## src/rtl/nth_multiset_permutation_core_defines.svh

```systemverilog
// Assertion macros shared by the multiset permutation unranking RTL.
`ifndef NTH_MULTISET_PERMUTATION_CORE_DEFINES_SVH
`define NTH_MULTISET_PERMUTATION_CORE_DEFINES_SVH
`ifndef ASSERT_OFF
// Same-cycle implication, checked at every clock edge outside reset.
`define NMP_ASSERT_IMPL(lbl, ante, cons) \
    lbl: assert property (@(posedge clk) disable iff (!rst_n) (ante) |-> (cons)) \
        else $error("nmp assertion failed");
// Next-cycle implication, checked at every clock edge outside reset.
`define NMP_ASSERT_NEXT(lbl, ante, cons) \
    lbl: assert property (@(posedge clk) disable iff (!rst_n) (ante) |=> (cons)) \
        else $error("nmp assertion failed");
`else
`define NMP_ASSERT_IMPL(lbl, ante, cons)
`define NMP_ASSERT_NEXT(lbl, ante, cons)
`endif
`endif

```

## src/rtl/nmp_pkg.sv

```systemverilog
// Package with constants and types of the multiset permutation unranking core.
package nmp_pkg;
    localparam int ALPHABET_SIZE_DEF = 26;
    localparam int MAX_LENGTH_DEF    = 20;
    localparam int SYM_W             = 5;
    localparam int CNT_W             = 5;
    localparam int RANK_W            = 62;
    // Product width of a rank-sized value times a count.
    localparam int PROD_W            = RANK_W + CNT_W;

    // Request to the shared multiply-divide unit: q = a * m / d.
    typedef struct packed {
        logic              start;
        logic [RANK_W-1:0] a;
        logic [CNT_W-1:0]  m;
        logic [CNT_W-1:0]  d;
    } md_req_t;

    // Answer of the shared multiply-divide unit.
    typedef struct packed {
        logic              done;
        logic [RANK_W-1:0] q;
    } md_rsp_t;
endpackage

```

## src/rtl/nmp_muldiv.sv

```systemverilog
// Shared unit computing a * m / d with a restoring divider, one quotient bit per cycle.
module nmp_muldiv (
    input  logic            clk,
    input  logic            rst_n,
    input  nmp_pkg::md_req_t req,
    output nmp_pkg::md_rsp_t rsp
);
    import nmp_pkg::*;

    localparam int CW = $clog2(PROD_W + 1);

    logic              busy_reg, busy_next;
    logic              done_reg, done_next;
    logic [CW-1:0]     cnt_reg, cnt_next;
    logic [PROD_W-1:0] p_reg, p_next;
    logic [CNT_W-1:0]  rem_reg, rem_next;
    logic [CNT_W-1:0]  d_reg, d_next;
    logic [CNT_W:0]    trial;

    // On start, load the operands; else one restoring step: shift in the next dividend bit and try the subtraction.
    always_comb
    begin
        busy_next = busy_reg;
        done_next = 1'b0;
        cnt_next  = cnt_reg;
        p_next    = p_reg;
        rem_next  = rem_reg;
        d_next    = d_reg;
        trial     = {rem_reg, p_reg[PROD_W-1]};
        if (req.start)
        begin
            busy_next = 1'b1;
            cnt_next  = CW'(PROD_W);
            p_next    = PROD_W'(req.a) * PROD_W'(req.m);
            rem_next  = '0;
            d_next    = req.d;
        end
        else if (busy_reg)
        begin
            if (trial >= {1'b0, d_reg})
            begin
                rem_next = CNT_W'(trial - {1'b0, d_reg});
                p_next   = {p_reg[PROD_W-2:0], 1'b1};
            end
            else
            begin
                rem_next = trial[CNT_W-1:0];
                p_next   = {p_reg[PROD_W-2:0], 1'b0};
            end
            cnt_next = cnt_reg - 1'b1;
            if (cnt_reg == CW'(1))
            begin
                busy_next = 1'b0;
                done_next = 1'b1;
            end
        end
    end

    always_ff @(posedge clk or negedge rst_n)
    begin
        if (!rst_n)
        begin
            busy_reg <= 1'b0;
            done_reg <= 1'b0;
            cnt_reg  <= '0;
        end
        else
        begin
            busy_reg <= busy_next;
            done_reg <= done_next;
            cnt_reg  <= cnt_next;
        end
    end

    always_ff @(posedge clk)
    begin
        p_reg   <= p_next;
        rem_reg <= rem_next;
        d_reg   <= d_next;
    end

    assign rsp.done = done_reg;
    assign rsp.q    = p_reg[RANK_W-1:0];
endmodule

```

## src/rtl/nth_multiset_permutation_core.sv

```systemverilog
// Top level of the multiset permutation unranking core: loader, sequencer, output register.
//
// Input channel s_*: one beat per multiset symbol. s_tlast marks the last symbol,
// whose beat also carries the 1-based rank. Symbols load at one beat per cycle.
// After the last beat the block drops s_tready and computes the permutation count
// len!/prod(c!) by len multiply-divide steps, then walks the symbols in ascending
// order, sizing each block of permutations as M*c/r on the shared
// multiply-divide unit, waiting for each answer before the next step.
// Output channel m_*: one beat per symbol of the permutation, m_tlast on the
// final one. A rank of zero, a rank above the count or an empty multiset gives
// one beat with m_tuser (error) and m_tlast set and symbol zero.
// A result waits in the output register while m_tready is low; the sequencer
// holds until it is taken. After the final beat all counts clear and s_tready
// rises again. Reset clears counts and returns the block to loading.
`include "nth_multiset_permutation_core_defines.svh"
module nth_multiset_permutation_core #(
    parameter int ALPHABET_SIZE = nmp_pkg::ALPHABET_SIZE_DEF,
    parameter int MAX_LENGTH    = nmp_pkg::MAX_LENGTH_DEF
) (
    input  logic        clk,
    input  logic        rst_n,
    input  logic        s_tvalid,
    output logic        s_tready,
    input  logic [71:0] s_tdata,   // [4:0] symbol, [66:5] rank, zero fill above
    input  logic        s_tlast,   // last_symbol
    output logic        m_tvalid,
    input  logic        m_tready,
    output logic [7:0]  m_tdata,   // [4:0] out_symbol, zero fill above
    output logic        m_tlast,   // last_out
    output logic        m_tuser    // [0] rank_error
);
    import nmp_pkg::*;

    localparam int AW   = (ALPHABET_SIZE > 1) ? $clog2(ALPHABET_SIZE) : 1;
    localparam int IW   = $clog2(ALPHABET_SIZE + 1);
    localparam int ASW  = (IW > SYM_W) ? IW + 1 : SYM_W + 1;

    localparam logic [2:0] ST_LOAD  = 3'd0;
    localparam logic [2:0] ST_TOT   = 3'd1;
    localparam logic [2:0] ST_TOTW  = 3'd2;
    localparam logic [2:0] ST_CHECK = 3'd3;
    localparam logic [2:0] ST_SCAN  = 3'd4;
    localparam logic [2:0] ST_SCANW = 3'd5;
    localparam logic [2:0] ST_OUT   = 3'd6;

    logic [2:0]        state_reg, state_next;
    logic [CNT_W-1:0]  cnt_reg [ALPHABET_SIZE];
    logic [CNT_W-1:0]  len_reg, len_next;
    logic [CNT_W-1:0]  n_reg, n_next;
    logic [CNT_W-1:0]  k_reg, k_next;
    logic [CNT_W-1:0]  r_reg, r_next;
    logic [IW-1:0]     idx_reg, idx_next;
    logic [RANK_W-1:0] rank_reg, rank_next;
    logic [RANK_W-1:0] mult_reg, mult_next;
    logic [SYM_W-1:0]  osym_reg, osym_next;
    logic              olast_reg, olast_next;
    logic              oerr_reg, oerr_next;

    logic [SYM_W-1:0]  in_sym;
    logic [RANK_W-1:0] in_rank;
    logic              s_acc, m_acc, idx_end;
    logic [AW-1:0]     rd_addr;
    logic [CNT_W-1:0]  cnt_rd;
    logic              cnt_we, cnt_clr;
    logic [CNT_W-1:0]  cnt_wval;
    md_req_t           md_req;
    md_rsp_t           md_rsp;

    assign in_sym  = s_tdata[SYM_W-1:0];
    assign in_rank = s_tdata[SYM_W+RANK_W-1:SYM_W];
    assign s_acc   = s_tvalid && s_tready;
    assign m_acc   = m_tvalid && m_tready;
    assign idx_end = (ASW'(idx_reg) >= ASW'(ALPHABET_SIZE));

    // Single read port of the count registers: the loader or the scan index.
    assign rd_addr = (state_reg == ST_LOAD) ? AW'(in_sym) : idx_reg[AW-1:0];
    assign cnt_rd  = cnt_reg[rd_addr];

    nmp_muldiv u_muldiv (
        .clk   (clk),
        .rst_n (rst_n),
        .req   (md_req),
        .rsp   (md_rsp)
    );

    // Sequencer: load, count permutations, check rank, pick symbols, emit.
    always_comb
    begin
        state_next = state_reg;
        len_next   = len_reg;
        n_next     = n_reg;
        k_next     = k_reg;
        r_next     = r_reg;
        idx_next   = idx_reg;
        rank_next  = rank_reg;
        mult_next  = mult_reg;
        osym_next  = osym_reg;
        olast_next = olast_reg;
        oerr_next  = oerr_reg;
        cnt_we     = 1'b0;
        cnt_clr    = 1'b0;
        cnt_wval   = cnt_rd;
        md_req     = '{start: 1'b0, a: mult_reg, m: cnt_rd, d: r_reg};
        unique case (state_reg)
            ST_LOAD:
            begin
                if (s_acc)
                begin
                    if ((ASW'(in_sym) < ASW'(ALPHABET_SIZE)) &&
                        (len_reg < CNT_W'(MAX_LENGTH)))
                    begin
                        cnt_we   = 1'b1;
                        cnt_wval = cnt_rd + 1'b1;
                        len_next = len_reg + 1'b1;
                    end
                    if (s_tlast)
                    begin
                        rank_next  = in_rank;
                        mult_next  = RANK_W'(1);
                        n_next     = '0;
                        k_next     = '0;
                        idx_next   = '0;
                        state_next = ST_TOT;
                    end
                end
            end
            ST_TOT:
            begin
                if (idx_end)
                    state_next = ST_CHECK;
                else if (k_reg < cnt_rd)
                begin
                    md_req.start = 1'b1;
                    md_req.m     = n_reg + 1'b1;
                    md_req.d     = k_reg + 1'b1;
                    n_next       = n_reg + 1'b1;
                    k_next       = k_reg + 1'b1;
                    state_next   = ST_TOTW;
                end
                else
                begin
                    k_next   = '0;
                    idx_next = idx_reg + 1'b1;
                end
            end
            ST_TOTW:
            begin
                if (md_rsp.done)
                begin
                    mult_next  = md_rsp.q;
                    state_next = ST_TOT;
                end
            end
            ST_CHECK:
            begin
                idx_next = '0;
                if ((len_reg == '0) || (rank_reg == '0) || (rank_reg > mult_reg))
                begin
                    osym_next  = '0;
                    olast_next = 1'b1;
                    oerr_next  = 1'b1;
                    state_next = ST_OUT;
                end
                else
                begin
                    rank_next  = rank_reg - 1'b1;
                    r_next     = len_reg;
                    state_next = ST_SCAN;
                end
            end
            ST_SCAN:
            begin
                if (idx_end)
                begin
                    // Unreachable after the rank check; end the run cleanly.
                    cnt_clr    = 1'b1;
                    len_next   = '0;
                    state_next = ST_LOAD;
                end
                else if (cnt_rd == '0)
                    idx_next = idx_reg + 1'b1;
                else
                begin
                    md_req.start = 1'b1;
                    state_next   = ST_SCANW;
                end
            end
            ST_SCANW:
            begin
                if (md_rsp.done)
                begin
                    if (rank_reg < md_rsp.q)
                    begin
                        mult_next  = md_rsp.q;
                        cnt_we     = 1'b1;
                        cnt_wval   = cnt_rd - 1'b1;
                        r_next     = r_reg - 1'b1;
                        osym_next  = SYM_W'(idx_reg);
                        olast_next = (r_reg == CNT_W'(1));
                        oerr_next  = 1'b0;
                        state_next = ST_OUT;
                    end
                    else
                    begin
                        rank_next  = rank_reg - md_rsp.q;
                        idx_next   = idx_reg + 1'b1;
                        state_next = ST_SCAN;
                    end
                end
            end
            ST_OUT:
            begin
                if (m_acc)
                begin
                    idx_next = '0;
                    if (olast_reg)
                    begin
                        cnt_clr    = 1'b1;
                        len_next   = '0;
                        rank_next  = '0;
                        state_next = ST_LOAD;
                    end
                    else
                        state_next = ST_SCAN;
                end
            end
            default:
            begin
                state_next = ST_LOAD;
            end
        endcase
    end

    // Control registers and symbol counts.
    always_ff @(posedge clk or negedge rst_n)
    begin
        if (!rst_n)
        begin
            state_reg <= ST_LOAD;
            len_reg   <= '0;
            for (int i = 0; i < ALPHABET_SIZE; i++)
                cnt_reg[i] <= '0;
        end
        else
        begin
            state_reg <= state_next;
            len_reg   <= len_next;
            if (cnt_clr)
            begin
                for (int i = 0; i < ALPHABET_SIZE; i++)
                    cnt_reg[i] <= '0;
            end
            else if (cnt_we)
                cnt_reg[rd_addr] <= cnt_wval;
        end
    end

    // Working values and output payload.
    always_ff @(posedge clk)
    begin
        n_reg     <= n_next;
        k_reg     <= k_next;
        r_reg     <= r_next;
        idx_reg   <= idx_next;
        rank_reg  <= rank_next;
        mult_reg  <= mult_next;
        osym_reg  <= osym_next;
        olast_reg <= olast_next;
        oerr_reg  <= oerr_next;
    end

    assign s_tready = (state_reg == ST_LOAD);
    assign m_tvalid = (state_reg == ST_OUT);
    assign m_tdata  = {3'b000, osym_reg};
    assign m_tlast  = olast_reg;
    assign m_tuser  = oerr_reg;

    // Checks on the sequencer.
    `NMP_ASSERT_IMPL(a_not_both, s_tready, !m_tvalid)
    `NMP_ASSERT_IMPL(a_err_last, m_tvalid && m_tuser, m_tlast && (m_tdata == 8'd0))
    `NMP_ASSERT_NEXT(a_back_load, m_tvalid && m_tready && m_tlast, s_tready)
    `NMP_ASSERT_NEXT(a_start_busy, s_tvalid && s_tready && s_tlast, !s_tready)
endmodule
```

## config.mk

```make
export PLATFORM = sky130hd
export DESIGN_NAME = nth_multiset_permutation_core
export DESIGN_NICKNAME = d
export VERILOG_FILES = /design/src/rtl/nmp_pkg.sv /design/src/rtl/nmp_muldiv.sv /design/src/rtl/nth_multiset_permutation_core.sv
export VERILOG_INCLUDE_DIRS = /design/src /design/src/rtl
export SDC_FILE = /design/constraint.sdc
export NUM_CORES = 2
export LEC_CHECK = 0
export BUFFER_PORTS_ARGS = -buffer_cell sky130_fd_sc_hd__buf_2
export CORE_MARGIN = 4
export CORE_UTILIZATION = 45
export CTS_BUF_LIST = sky130_fd_sc_hd__clkbuf_2 sky130_fd_sc_hd__clkbuf_4 sky130_fd_sc_hd__clkbuf_8
export DETAILED_ROUTE_END_ITERATION = 10
export PLACE_DENSITY = 0.64
export SKIP_CTS_REPAIR_TIMING = 1
export SYNTH_ARGS = -nofsm -noshare
export SYNTH_HDL_FRONTEND = slang
export SYNTH_SLANG_ARGS = --single-unit
```

## constraint.sdc

```tcl
create_clock -name clk -period 14.3 [get_ports clk]
set_input_delay 2.86 -clock clk [delete_from_list [all_inputs] [get_ports clk]]
set_output_delay 2.86 -clock clk [all_outputs]
set_load 0.01 [all_outputs]
```

# == After elaboration in Yosys (flattened, before gate mapping) ==
# Cells that the tools add are included.
# word_totals
reg_bits,375
latchBits,0
ram_bits,0
romBits,0
out_inout_bits,12
word_cells,226
n_memories,0
# op_classes
addsub,11
multipliers,1
div_mod_pow,0
order_cmp,9
n_eq_ne,27
n_shift,0
muxes,107
n_bitwise,1
n_reduce_logical,27
# op_table
operator,count
62-bit two-way mux,12
130-bit two-way mux,2
62-bit case mux with 4 select lines,1
62-bit case mux with 3 select lines,1
5-bit two-way mux,33
67-bit two-way mux,2
130-bit bitwise mux,1
62-bit by 5-bit multiplier with 67-bit output,1
62-bit greater-than comparator,1
62-bit logical NOT,1
62-bit < comparator,1
62-bit by 1-bit subtractor with 62-bit output (second input constant),1
62-bit subtractor,1
5-bit case mux with 2 select lines,5
10-bit two-way mux,3
3-bit two-way mux,10
5-bit case mux with 6 select lines,1
5-bit by 1-bit adder with 5-bit output (second input constant),5
5-bit binary-select mux with 5-bit select,1
5-bit demux with 5-bit select,1
1-bit two-way mux,23
3-bit case mux with 7 select lines,1
2-bit != test (second input constant),10
5-bit case mux with 3 select lines,1
34 further kinds,64

# == Longest topological paths before layout ==
# depth
depth_word,13
ltp_mapped,42

# == Modules after synthesis ==
# A second synthesis with hierarchy kept.
# hier_totals
hier_cells,3994
hier_area_um2,35395.2
# by_module_without_submodules
mod,n_inst,cells_each,area_per_inst_um2
nth_multiset_permutation_core,1,2371,20966.4
nmp_muldiv,1,1623,14428.8

# == Worst setup path before layout ==
# No wires, ideal clock.
# synth_path
path_type,input port to flip-flop
from,input s_tdata[1]
to,register u_muldiv.p_reg[60] (data pin)
setup_time_ns,0.259
arrival_ns,10.860
required_ns,14.041
path_slack_ns,3.181
path_stages,35
path_buffers,4
cell_sequence,or4b_4 -> nand2_2 -> buf_4 -> buf_4 -> mux2i_1 -> a2111oi_0 -> and4_1 -> clkbuf_2 -> inv_1 -> ha_1 -> a21o_1 -> a21o_1 -> a21oi_1 -> and3_1 -> inv_1 -> nor2_2 -> mux2i_1 -> clkbuf_1 -> nand2_1 -> fa_1 -> fa_1 -> fa_1 -> inv_1 -> ha_1 -> nor2b_1 -> o2111ai_1 -> a21oi_1 -> o21ai_0 -> o221ai_1 -> a21oi_1 -> o31ai_1 -> a211oi_1 -> nor4_1 -> o21a_1 -> o31ai_1
# synth_via
elab_chain_len,11
elab_cells_between_ends,17
# synth_lines
element,line_no,text
from (decl),nth_multiset_permutation_core.sv:24,"input logic [71:0] s_tdata,"
5-bit two-way mux (*),nth_multiset_permutation_core.sv:76,assign rd_addr = (state_reg == ST_LOAD) ? AW'(in_sym) : idx_reg[AW-1:0];
5-bit inverter with 6-bit output (implied by the code) (*),nth_multiset_permutation_core.sv:77,assign cnt_rd = cnt_reg[rd_addr];
5-bit binary-select mux with 5-bit select (*),nth_multiset_permutation_core.sv:77,
5-bit two-way mux (implied by the code) (*) (2 in a row),nth_multiset_permutation_core.sv:77,
5-bit < comparator,nth_multiset_permutation_core.sv:131,else if (k_reg < cnt_rd)
10-bit two-way mux,nth_multiset_permutation_core.sv:131,
10-bit two-way mux,nth_multiset_permutation_core.sv:129,if (idx_end)
10-bit two-way mux,nth_multiset_permutation_core.sv:104,unique case (state_reg)
62-bit by 5-bit multiplier with 67-bit output,nmp_muldiv.sv:34,p_next = PROD_W'(req.a) * PROD_W'(req.m);
67-bit two-way mux (*),nmp_muldiv.sv:30,if (req.start)
net u_muldiv.p_next[60],nmp_muldiv.sv:15,"logic [PROD_W-1:0] p_reg, p_next;"
to (signal assigned),nmp_muldiv.sv:77,p_reg <= p_next;
to (decl),nmp_muldiv.sv:15,
# Mark *: on every way through the listed nets, which the timed path passes. The rest lies on a longest branch. The select of a mux whose other input is x is not followed.
# A chain may end at the register's enable or synchronous reset.

# == Final worst setup path ==
# layout_path
from,input s_tdata[1]
to,register u_muldiv.p_reg[59] (data pin)
# The elaborated chain is that of the path after synthesis.

==> summary.md <==
| Metric | Value |
|---|---|
| Result of the run | `finished, final reports clean` |
| Number of clock sinks | `about 380` |
| Overall track demand over capacity in global routing | `0.252` |
| Reg2Reg Depth | `35` |
| Post-Route WL | `~100,000 µm` |
| Via count of the first global-routing pass | `approximately 29,000` |
| Number of antenna violations at the first check in global routing | `6` |
| Register bit total from synthesis | `375` |
| DR vias/cell | `5.88` |
| RSZ-0062 raised after global routing | `false` |
| Worst slew pin tran | `1.21 ns` |
| Biggest cell delay along the critical path | `about 0.65 ns` |
| Endpoint kind of the worst setup timing path | `flip-flop` |
| TritonRoute pass-1 iters | `6` |
| Detailed-route wire length per cell | `roughly 21 µm` |
| Area added between synthesis and finish | `8.68%` |
| Number of enable-type register cells in the synthesized netlist | `223` |
| Initial standard-cell utilization of the core | `0.456` |
| Core Area | `about 0.075 mm²` |
| Destination of the worst register-to-register timing path | `u_muldiv.p_reg[59]` |
| Count of input and output buffers | `80` |
| Chip height | `283 µm` |
| Warnings from Yosys | `0` |
| Utilization after layout | `0.496` |
| Share of flip-flops with an asynchronous set or reset after synthesis | `0.392` |
| Overflow left after global routing | `0` |
| Critical path launch point type | `primary input` |
| RePlAce Congestion | `0.914` |
| CTS tree | `built` |
| Max-capacitance violation count | `0` |
| Arrival time of the worst setup path | `13.09 ns` |
| Commonest cells after routing, fill and taps aside | `inv_1, nor2_1, nand2_1, o21ai_0, a21oi_1` |
| Pre-CTS WS | `1.09 ns` |
| Most used flip-flop cell after synthesis | `edfxtp_1` |
| Average cell area after synthesis | `around 8.7 µm²` |
| Post-Route Skew | `0.0409 ns` |
| Number of design-rule violations left by the first detailed-router iteration | `2,791` |
| I/O Pins | `a little under 90` |
| Count of cell types in the netlist | `103` |
| First-pass GRT wire length | `about 160,000 µm` |
| Number of core rows | `100` |
| Hold WC Path Type | `reg -> reg` |
| Max frequency | `78.8 MHz` |
| Final number of max-transition violations | `0` |
| Post-synthesis instance area | `roughly 0.034 mm²` |
| Worst slew slack as a fraction of its limit | `0.191` |
| Maximum number of pins on one net before global-route repair | `82` |
| PnR worst setup slack | `between 1.5 and 2 ns` |
| Share of post-route cells with drive strength above 1 | `0.0824` |
| Final Critical Period | `around 13 ns` |
| Cell with the most instances on the worst path | `a21o_1` |
| Worst-skew pair later-pin latency | `0.70 ns` |
| Capturing element of the worst setup path | `u_muldiv.p_reg[59]` |
| Horizontal extent of the die | `between 200 and 300 µm` |
| Startpoint of the most critical register-to-register path | `state_reg[1]` |
| Peak fanout along the critical path | `28` |
| Path type of the worst setup path | `in -> reg` |
| Post-detailed-route count of antenna-violating nets | `0` |
| Most common cell after layout, fill and taps aside | `inv_1` |
| Number of clock buffers inserted by TritonCTS | `73` |
| Final HPWL from detailed placement | `slightly below 80,000 µm` |
| Total count of hold-check failures in the final report | `0` |
| Residual DRC | `0` |
| Required time at the worst-slack endpoint | `14.70 ns` |
| Clock input transition at the sequential cells of the worst setup and hold paths | `0.05 ns` |
| CP max stage cell | `nor4_1` |
| Number of buffers on the longest clock path | `3` |
| Final Setup Violations | `0` |
| Number of buffers and inverters on the critical path | `6` |
| Cell chosen for the clock root | `clkbuf_8` |
| Final critical-path share of the clock period | `0.888` |
| Total negative setup slack | `0 ns` |
| Count of H-tree levels built during CTS | `3` |
| Flip-flop count of the largest register after layout | `between 100 and 150` |
| Logic depth of the worst path, buffers included | `34` |
| # nets final | `4,427` |
| Part of the Yosys area used for sequential elements | `0.307` |
| Count of mapped cells out of synthesis | `3,932` |
| Kind of cell with the highest combined delay on the critical path | `compound AO/OA/AOI/OAI gates` |
| Flop-to-flop setup slack | `2.74 ns` |
| Crit path launch | `s_tdata[1]` |
| Area of the die | `0.0802 mm²` |
| Via count of the routed design | `about 29,000` |
## per-stage QoR
| stage | instance area, µm² | hold slack, ns | std cells |
|---|---|---|---|
| after global placement | 35400 | 0.445 | 4841 |
| after CTS | 37000 | 0.479 | 4975 |
| after floorplan | 34100 | 0.432 | 3934 |
| final | 37000 | 0.468 | 4979 |
| after global routing | 37000 | 0.504 | 4976 |
| after detailed placement | 35400 | 0.471 | 4841 |
## worst reg2reg max path: cells and delay by family (launching register included)
kind | cells | cell delay (ns)
adder cells (fa/ha/maj) | 5 | 2.28
buffers and inverters | 7 | 1.45
multiplexers | 2 | 1.28
XOR/XNOR | 1 | 0.16
AND/OR/NAND/NOR | 6 | 2.26
flip-flops | 1 | 0.63
AO/OA/AOI/OAI | 14 | 3.27
## synthesized netlist by cell type (68+ instances only)
| library cell | n | area (µm²) |
|---|---|---|
| inv_1 | 411 | 1540 |
| nor2_1 | 373 | 1400 |
| nand2_1 | 329 | 1230 |
| o21ai_0 | 271 | 1360 |
| a21oi_1 | 231 | 1160 |
| edfxtp_1 | 223 | 6700 |
| ha_1 | 221 | 2770 |
| nand3_1 | 201 | 1010 |
| fa_1 | 182 | 3640 |
| clkbuf_1 | 147 | 552 |
| dfrtp_1 | 147 | 3680 |
| and2_1 | 143 | 895 |
| a21o_1 | 114 | 856 |
| xnor2_1 | 111 | 972 |
| xor2_1 | 83 | 727 |
| nor3_1 | 68 | 340 |
## kinds of logic (layout without fill, tap and decap cells)
group	after synthesis	after routing	share of synthesized area
fa+ha+maj	403	403	0.188
flops	375	375	0.307
buf+inv	606	678	0.0709
compound gates	961	961	0.180
xor+xnor	196	196	0.0508
other cells	1	7	0.000110
simple gates	1348	1348	0.190
mux	42	42	0.0127
## layout make-up
type / instances / area, µm²
diodes: 4 / 10.0
clock buffers: 93 / 1220
clock inverters: 41 / 429
fillers: 7205 / 37700
inverters: 414 / 1550
multi-input cells: 2953 / 21300
flip-flops and latches: 375 / 10500
well taps: 969 / 1210
repair buffers: 130 / 795
## worst min path at each step
| stage | cells after the start | startpoint | slack, ns | end |
|---|---|---|---|---|
| 6_report | 2 | u_muldiv.rem_reg[4] | 0.47 | u_muldiv.rem_reg[4] |
| 5_1_grt | 2 | u_muldiv.rem_reg[4] | 0.50 | u_muldiv.rem_reg[4] |
| 4_1_cts | 2 | u_muldiv.rem_reg[4] | 0.48 | u_muldiv.rem_reg[4] |
| 3_5_place_dp | 2 | u_muldiv.rem_reg[4] | 0.47 | u_muldiv.rem_reg[4] |
| 3_3_place_gp | 2 | u_muldiv.rem_reg[4] | 0.45 | u_muldiv.rem_reg[4] |
| 2_1_floorplan | 2 | u_muldiv.rem_reg[4] | 0.43 | u_muldiv.rem_reg[4] |
## metal layers
metal | part of all wire | vias to the layer above | global-route usage
met5 | 0.00024 | - | 0
met4 | 0.035 | 4 | 0.0823
li1 | - | 13700 | -
met1 | 0.43 | 14200 | 0.352
met3 | 0.086 | 206 | 0.0518
met2 | 0.44 | 1117 | 0.392
Power is left out: the tool's default activity adds up to more than one toggle a clock period on the data nets, which glitch-free logic cannot reach.
